`src/rtl/avt_ram.sv`:
```
`timescale 1ns / 1ps

module avt_ram #(
  parameter int WIDTH = 32,
  parameter int DEPTH = 16
) (
  input  logic                     clk,
  input  logic                     we,
  input  logic [$clog2(DEPTH)-1:0] waddr,
  input  logic [WIDTH-1:0]         wdata,
  input  logic [$clog2(DEPTH)-1:0] raddr,
  output logic [WIDTH-1:0]         rdata
);

  logic [WIDTH-1:0] mem [DEPTH];

  always_ff @(posedge clk) begin
    if (we) begin
      mem[waddr] <= wdata;
    end
    rdata <= mem[raddr];
  end

endmodule

```
`config.mk`:
```
export PLATFORM = sky130hd
export DESIGN_NAME = avt_ram
export DESIGN_NICKNAME = d
export VERILOG_FILES = /design/src/rtl/avt_ram.sv
export SDC_FILE = /design/constraint.sdc
export NUM_CORES = 1
export LEC_CHECK = 0
export BUFFER_PORTS_ARGS = -buffer_cell sky130_fd_sc_hd__buf_2
export CAP_MARGIN = 40
export CORE_AREA = 2 2 226 228
export CTS_CLUSTER_SIZE = 16
export DETAILED_ROUTE_END_ITERATION = 6
export DIE_AREA = 0 0 228 230
export PLACE_DENSITY_LB_ADDON = 0.15
export REMOVE_ABC_BUFFERS = 1
export SKIP_LAST_GASP = 1
export SYNTH_ARGS = -nofsm -noshare
export SYNTH_HDL_FRONTEND = slang
export SYNTH_SLANG_ARGS = --single-unit
```
`constraint.sdc`:
```
create_clock -name clk -period 3.4 [get_ports clk]
set_input_delay 0.17 -clock clk [delete_from_list [all_inputs] [get_ports clk]]
set_output_delay 0.17 -clock clk [all_outputs]
set_load 0.01 [all_outputs]
```
==> impl_results.md <==
* Met3 WL at about 1400 um
* Ys Warns at 0
* GR Overflow Total at 0
* Max-Cap Viols at 0
* Drt drc at 0
* Fin crit share at ~43%
* Clock Tree Root: clkbuf_16
* Starting Density at roughly 40%
* Hpwl dp at 22,300 um
* Lkg Pwr at between 7 and 8 nW
* DRT antenna net count at 0
* Adder-Cell Fraction of Synth Area at 0%
* Startpoint Class: register
* First-pass GRT wire length at roughly 64,000 um
* Post-CTS Setup Inserts at 0
* DR pass1 iterations at 4
* RSZ-0062 raised after global routing: false
* Share of layout cells above drive strength 1 at ~34%
* Max_slew headroom at 43.0%
* Overall die height at approximately 230 um
* Max clock buf depth at 3
* Worst-Skew Late Latency at between 0.5 and 0.6 ns
* Final Cell Area at approximately 24,000 um^2
* Final setup violation count at 0
* Setup Skew at between 0.015 and 0.02 ns
* Post-Synth XOR/XNOR Area at 0%
* Post_cts resized at 0
* Die area at 52,400 um^2
* Seq/Total Area, Yosys at 80.7%
* Outcome: finished, final reports clean
* # port buffers at 73
* Nets at around 1,000
* H-Tree Depth at 2
* P per Cell Area at 608 nW/um^2
* Tmin final at around 1.5 ns
* Synthesized area at between 15,000 and 20,000 um^2
* Post-Syn Area per Cell at about 24 um^2
* Detailed Route WL at 42,200 um
* CTS tree: done
* WP data required at ~3.9 ns
* Initial antenna violation count at 0
* Met1 Routed Length at 19,200 um
* Top Layer Used: met4
* Setup CP Type: register to register
* Peak VDD IR at 318 uV
* Slew Limit Fails at 0
* Drt wl/cell at ~25 um
* Worst R2R Setup Slack at approximately 1.9 ns
* Total power at 14.3 mW
* Main combinational cell family by area after synthesis: multiplexers
* Min-Delay Path Class: input pin to register
* Total number of placement rows at between 80 and 90
* Vias per inst at 5.26
* GR Util All Layers at 16.5%
* Diode count at 0
* Synth Area in Compound Gates at between 2 and 2.5%
* Met2 WL post-DR at about 21,000 um
* Netlist cell types at 18
* Hold buffers post-CTS at 32
* Layout area overhead at 18.7%
* Post-placement worst setup slack at around 1.3 ns
* Iteration-0 DRC Markers at approximately 670
* CP arrival at around 1.9 ns
* Core area at 49,900 um^2
* I/O Pins at between 70 and 80
* Clock Sink Count at around 540
* Mux share of post-synthesis cell area at 14.5%
* TritonCTS Buffers at 56
* Fin. Hold Viols at 0
* Setup TNS Final at 0 ns
* Crit end category: register
* Vias in the first global route at around 10,000
* Worst setup margin at around 1.9 ns
* GP Congestion at between 0.6 and 0.7
* Yosys reg bits at approximately 540
* Die width at between 200 and 250 um
* Area after DPL at around 21,000 um^2
* Largest net degree at the start of global routing at 47
* Worst Tran Pin Value at between 0.8 and 0.9 ns
* DR vias at 9,005
* Reg clk slew, reported paths at 0.06 ns
* Post-Synth Simple-Gate Area at roughly 1.3%
* Crit path max fanout at 1
* FMAX at 684 MHz
* Post-synthesis cell count at about 840
==> stage by stage <==
| stage | hold WS, ns | util [%] | std cells |
|---|---|---|---|
| floorplan | 0.269 | - | 795 |
| global placement | 0.554 | 42.8 | 1573 |
| detailed placement | 0.563 | 42.9 | 1575 |
| CTS | 0.132 | 47.2 | 1711 |
| global route | 0.152 | 47.2 | 1711 |
| finish | 0.163 | 47.2 | 1711 |
==> layout make-up <==
cell class,count,area (um^2)
Tap cell,672,841
Clock buffer,75,1610
Clock inverter,29,243
Sequential cell,544,16000
Fill cell,4188,26300
Timing Repair Buffer,140,1100
Multi-Input combinational cell,251,3750
==> path summary, 6_finish.rpt <==
| check | cells past startpoint | from | endpoint |
|---|---|---|---|
| worst min-delay path | 4 | raddr[1] | rdata[7] |
| worst min register to register | 3 | mem[14][0] | rdata[0] |
| worst max-delay path | 3 | mem[0][13] | rdata[13] |
| worst max register to register | 3 | mem[0][13] | rdata[13] |
==> power by group <==
part / total [mW] / internal, mW / leakage (nW) / switching (mW)
logic: 0.711 / 0.309 / 1.79 / 0.402
registers: 7.54 / 7.50 / 4.89 / 0.0427
clock network: 6.07 / 3.61 / 0.928 / 2.46
==> logic make-up after synthesis <==
family,after synthesis
flip-flops,544
AND/OR/NAND/NOR,59
buffers and inverters,43
multiplexers,128
AO/OA/AOI/OAI,64
==> Yosys cell counts <==
| master | n | area, um^2 |
|---|---|---|
| nand2_1 | 33 | 124 |
| a22oi_1 | 64 | 480 |
| buf_1 | 9 | 33.8 |
| buf_4 | 11 | 82.6 |
| mux4_2 | 128 | 2880 |
| clkbuf_1 | 17 | 63.8 |
| nand2b_1 | 2 | 12.5 |
| edfxtp_1 | 512 | 15400 |
| nand3b_1 | 2 | 15.0 |
| nor2b_1 | 2 | 12.5 |
| or3b_2 | 1 | 8.76 |
| nor2_1 | 13 | 48.8 |
| nor3_1 | 4 | 20.0 |
| buf_6 | 2 | 22.5 |
| nand3_1 | 1 | 5.00 |
| dfxtp_1 | 32 | 641 |
| buf_2 | 4 | 20.0 |
| and2_1 | 1 | 6.26 |
==> metal layers <==
metal / global-route usage, % / up-vias
met5: 0 / -
met3: 2.63 / 59
met4: 4.39 / 0
met1: 22.5 / 4917
met2: 27.9 / 147
li1: - / 3882
==> state kept, by name, indices dropped and copies added, names as in the netlist <==
| signal | flops |
|---|---|
| mem | 512 |
| rdata | 32 |
==> critical path: stages, from the launching register on <==
cell and delay [ns]:
edfxtp_1 0.37, mux4_2 0.46, a22oi_1 0.40, nand2_1 0.11
==> placed cells by master, fill, tap and decap left out, types with 13 or more instances in the layout <==
| cell | netlist | layout |
|---|---|---|
| buf_4 | 11 | 25 |
| clkbuf_16 | 0 | 57 |
| dlygate4sd3_1 | 0 | 32 |
| nand2_1 | 33 | 33 |
| mux4_2 | 128 | 128 |
| nor2_4 | 0 | 13 |
| a22oi_1 | 64 | 64 |
| edfxtp_1 | 512 | 512 |
| buf_2 | 4 | 71 |
| dfxtp_1 | 32 | 32 |
| clkinv_2 | 0 | 17 |
(Power assumes the default switching activity.)
