<file path="config.mk">
export PLATFORM = sky130hd
export DESIGN_NAME = avt_div
export DESIGN_NICKNAME = d
export VERILOG_FILES = /design/src/rtl/avt_pkg.sv /design/src/rtl/avt_div.sv
export SDC_FILE = /design/constraint.sdc
export NUM_CORES = 1
export LEC_CHECK = 0
export ABC_AREA = 1
export BUFFER_PORTS_ARGS = -buffer_cell sky130_fd_sc_hd__buf_2
export CELL_PAD_IN_SITES_DETAIL_PLACEMENT = 1
export CELL_PAD_IN_SITES_GLOBAL_PLACEMENT = 1
export CORE_ASPECT_RATIO = 0.5
export CORE_MARGIN = 5
export CORE_UTILIZATION = 45
export CTS_BUF_LIST = sky130_fd_sc_hd__clkbuf_16
export CTS_CLUSTER_DIAMETER = 60
export DETAILED_ROUTE_END_ITERATION = 6
export PLACE_DENSITY = 0.95
export SLEW_MARGIN = 20
export SYNTH_ARGS = -nofsm -noshare
export SYNTH_HDL_FRONTEND = slang
export SYNTH_SLANG_ARGS = --single-unit
</file>
<file path="constraint.sdc">
create_clock -name clk -period 3.52 [get_ports clk]
set_input_delay 0.176 -clock clk [delete_from_list [all_inputs] [get_ports clk]]
set_output_delay 0.176 -clock clk [all_outputs]
set_load 0.02 [all_outputs]
</file>
<file path="src/rtl/avt_pkg.sv">
`timescale 1ns / 1ps

package avt_pkg;

  // Sizing
  localparam int TASK_COUNT   = 16;
  localparam int WINDOW_DEPTH = 8;

  // Field widths
  localparam int TASK_NUM_W = 4;
  localparam int BYTES_W    = 24;
  localparam int TIME_W     = 32;
  localparam int VEL_W      = 32;
  localparam int TOTAL_W    = 27;
  localparam int ACC_W      = 32;
  localparam int CFG_W      = 32;

  // Stream payloads, packed from bit 0 up, padded to whole bytes
  localparam int S_DATA_W = 64;
  localparam int M_DATA_W = 64;

  // Derived storage geometry
  localparam int TASK_AW     = (TASK_COUNT > 1) ? $clog2(TASK_COUNT) : 1;
  localparam int SLOT_W      = $clog2(WINDOW_DEPTH);
  localparam int WIN_AW      = TASK_AW + SLOT_W;
  localparam int WIN_ENTRIES = 1 << WIN_AW;
  localparam int RATE_DEPTH  = 1 << TASK_AW;
  localparam int ENTRY_W     = TIME_W + BYTES_W;

  // Rate scaling (ms -> s)
  localparam int             RATE_SCALE_W = 10;
  localparam logic [RATE_SCALE_W-1:0] RATE_SCALE = 10'd1000;

  // Divider
  localparam int DIV_W  = 32;
  localparam int DIV_CW = $clog2(DIV_W);

  // Configuration port
  localparam int                PADDR_W       = 3;
  localparam int                REG_IDX_W     = PADDR_W - 2;
  localparam logic [REG_IDX_W-1:0] REG_THRESHOLD = 1'b0;
  localparam logic [CFG_W-1:0]     THRESH_RESET  = 32'd65536;

  typedef enum logic [2:0] {
    ST_IDLE,
    ST_WRITE,
    ST_WALK,
    ST_LAST,
    ST_MUL,
    ST_DIV,
    ST_DONE
  } avt_state_t;

  typedef struct packed {
    logic             start;
    logic [DIV_W-1:0] dividend;
    logic [DIV_W-1:0] divisor;
  } avt_div_req_t;

  typedef struct packed {
    logic             done;
    logic [DIV_W-1:0] quotient;
  } avt_div_rsp_t;

endpackage

</file>
<file path="src/rtl/avt_div.sv">
`timescale 1ns / 1ps

// Restoring divider, one quotient bit per cycle.
module avt_div (
  input  logic                  clk,
  input  logic                  rst,
  input  avt_pkg::avt_div_req_t req,
  output avt_pkg::avt_div_rsp_t rsp
);
  import avt_pkg::*;

  logic              busy;
  logic              done;
  logic [DIV_CW-1:0] cnt;
  logic [DIV_W-1:0]  rem;
  logic [DIV_W-1:0]  quo;
  logic [DIV_W-1:0]  dvs;
  logic [DIV_W:0]    trial;
  logic              fits;

  assign trial = {rem, quo[DIV_W-1]};
  assign fits  = (trial >= {1'b0, dvs});

  always_ff @(posedge clk) begin
    if (rst) begin
      busy <= 1'b0;
      done <= 1'b0;
      cnt  <= '0;
    end else begin
      done <= 1'b0;
      if (req.start) begin
        busy <= 1'b1;
        cnt  <= '0;
      end else if (busy) begin
        cnt <= cnt + 1'b1;
        if (cnt == DIV_CW'(DIV_W - 1)) begin
          busy <= 1'b0;
          done <= 1'b1;
        end
      end
    end
  end

  always_ff @(posedge clk) begin
    if (req.start) begin
      rem <= '0;
      quo <= req.dividend;
      dvs <= req.divisor;
    end else if (busy) begin
      rem <= fits ? DIV_W'(trial - {1'b0, dvs}) : trial[DIV_W-1:0];
      quo <= {quo[DIV_W-2:0], fits};
    end
  end

  assign rsp.done     = done;
  assign rsp.quotient = quo;

endmodule

</file>
==> flow_summary.yaml <==
finish:
  nFillCells: 2028
  syn2layout_area_growth_pct: 18.2
  diodes: 0
  fin_cells: 1323
  fin_nets: 1216
  multi_input_area_mm2: 0.00335
  regArea_mm2: 0.00270
  layout-drive-gt1-share: 0.135
  final_common_cell: "nand2_1"
  final_core_util: 0.535
  final_cell_mix: "406 x nand2_1, 178 x inv_1, 99 x buf_2, 77 x nand3_1, 64 x edfxtp_1"
pwr:
  p_leak_uw: 0.00440
  intPower_uw: 2080
  finalPower_uw: 2930
  power.share.sequential: 0.480
  swShare: 0.288
  power_density_mw_per_mm2: 359
  combPwrFrac: 0.156
  p_switching_uw: 843
  ir_worst_vdd_uv: 285
  power_frac_clock: 0.364
timing:
  slew_viol_final: 0
  setup_violations: 0
  whs_ns: 0.0412
  slew_headroom: 0.361
  grt_setup_unrepaired: "no"
  worstMarginPinSlew_ns: 0.953
  fmax_mhz: 361
  setup_tns_ns: 0
  fin_worst_skew_ns: 0.0193
  period_minus_slack_ns: 2.77
  min_period_over_period: 0.786
  timing_hold_violations_final: 0
worst_setup_path:
  path_buf_inv: 2
  worstPathCellList: "inv_1 -> ha_1 -> nand2_1 -> inv_1 -> nand2_2 -> nand2_2 -> nand2_1 -> nand2_1 -> nand2_1 -> nand2_2 -> nor2_8 -> nand2_8 -> nand2_1 -> nand3_1 -> o21ai_1"
  cpMostUsedCell: "nand2_1"
  critical_path.max_stage_delay_ns: 0.51
  worst_path_max_delay_cell: "nor2_8"
  critical_path.startpoint: "dvs[20]$_DFFE_PP_"
  crit_family: "simple AND/OR/NAND/NOR gates"
  startpoint_type: "register"
  cp.arrival_ns: 3.05
  worstSetupPathType: "reg2reg"
  reg2reg_slack_ns: 0.75
  r2r-start: "dvs[20]$_DFFE_PP_"
  worstPathRequired_ns: 3.80
  rr_endpoint: "rem[12]$_SDFFE_PP0P_"
  path_max_fanout: 34
  cp-end-kind: "register"
  rr_worst_depth: 15
run_status:
  outcome: "complete, no violations"
yosys:
  synth-seq-cells: 103
  syn_avg_cell_area_um2: 6.95
  ys_warn_count: 0
  yosysSeqAreaShare: 0.392
  synth_cell_types: 38
  postSynthCellCount: 991
  syn_nets: 1093
  netlist_area_mm2: 0.00689
placement:
  globalplace.congestion: 0.965
  io_buffer_count: 99
  dp_hpwl_um: 17000
  dpl.cell_count: 1275
hold_path:
  min_path_type: "in2reg"
  hold_depth: 1
  min_from: "req[22]"
  worstHoldEndpoint: "dvs[22]$_DFFE_PP_"
detailed_routing:
  vias: 6861
  wl_per_cell_um: 17.5
  drt-initial-drc-count: 354
  vias_per_cell: 5.19
  ant_nets: 0
  wirelength_um: 23200
  drcViolationCount: 0
  first_pass_iters: 5
floorplanning:
  num_rows: 32
  die_h_um: 97.5
  die_w_um: 185
  initial_core_util: 0.453
  ioPinCount: 100
  coreArea_mm2: 0.0152
  die_area_mm2: 0.0180
cts:
  cts-root-buf: "clkbuf_16"
  numCtsBuffers: 9
  cts_max_level: 3
  ctsHoldBuffers: 32
  post_cts_buffers: 0
  clockBufferDepth: 2
  cts_sinks: 103
  cts-resized-gates: 0
  clkSlewWorstSetupHoldPaths_ns: 0.08
  clk_latency_ns: 0.37
  cts_tree: "built"
global_routing:
  grt_pass1_wl_um: 37400
  antenna_found_initial: 1
  grt_overflow_total: 0
  grt_pass1_vias: 7253
  grt_use_total: 0.261
  grt_max_degree: 60
run:
  drv_cap: 0
worst max-delay path by stage:
stage,to,slack (ns),depth (start not counted)
2_1_floorplan,rem[30]$_SDFFE_PP0P_,1.41,15
3_3_place_gp,rem[12]$_SDFFE_PP0P_,1.05,15
3_5_place_dp,rem[7]$_SDFFE_PP0P_,0.89,13
4_1_cts,rem[7]$_SDFFE_PP0P_,0.82,15
5_1_grt,rem[10]$_SDFFE_PP0P_,0.63,15
6_report,rem[12]$_SDFFE_PP0P_,0.75,15
routing by layer:
metal / part of all wire / vias up / track usage
li1: - / 3306 / -
met1: 0.46 / 3337 / 0.352
met2: 0.46 / 186 / 0.425
met3: 0.061 / 30 / 0.0662
met4: 0.013 / 2 / 0.0536
met5: 0.00086 / - / 0
sequential cells by signal (all words and copies together) (netlist names):
signal  cells
cnt         5
quo        32
done        1
busy        1
dvs        32
rem        32
cell usage after synthesis, drive strengths merged:
library cell | instances | share of area
nor3 | 7 | 0.0058
and2 | 3 | 0.0027
xor2 | 1 | 0.0013
nor2 | 49 | 0.034
dfxtp | 39 | 0.11
a31oi | 2 | 0.0018
nand4 | 8 | 0.0073
ha | 34 | 0.062
nand3b | 14 | 0.015
o21bai | 3 | 0.0033
clkbuf | 11 | 0.0060
xnor2 | 13 | 0.017
nor3b | 1 | 0.0011
nand2 | 419 | 0.24
buf | 12 | 0.015
o21a | 2 | 0.0022
clkinv | 5 | 0.0027
o21ai | 17 | 0.012
nor4 | 1 | 0.00091
edfxtp | 64 | 0.28
nand3 | 82 | 0.063
fa | 1 | 0.0029
inv | 179 | 0.097
a21oi | 24 | 0.018
power by group through the flow:
stage	registers [µW]	logic, µW	clock network (µW)
floorplan	1470	210	0
global placement	1430	405	0
detailed placement	1430	423	0
CTS	1400	453	1080
global route	1410	501	1140
finish	1400	455	1070
metrics by stage:
step,worst slack (ns),area (µm²)
floorplan,1.41,6890
global placement,1.05,7530
detailed placement,0.886,7530
CTS,0.818,8150
global route,0.627,8150
finish,0.753,8150
cell families after synthesis:
kind of cell	synth area share
simple gates	0.366
buf+inv	0.121
flops	0.392
compound gates	0.0376
fa+ha+maj	0.0646
xor+xnor	0.0178
cell type report:
cell class / instances / area share
Inverter: 184 / 0.0848
Clock buffer: 9 / 0.0276
Timing Repair Buffer: 135 / 0.104
Multi-Input combinational cell: 681 / 0.412
Clock inverter: 7 / 0.00891
Tap cell: 204 / 0.0313
Sequential cell: 103 / 0.332
No activity file was read; power rests on OpenSTA's default activity.
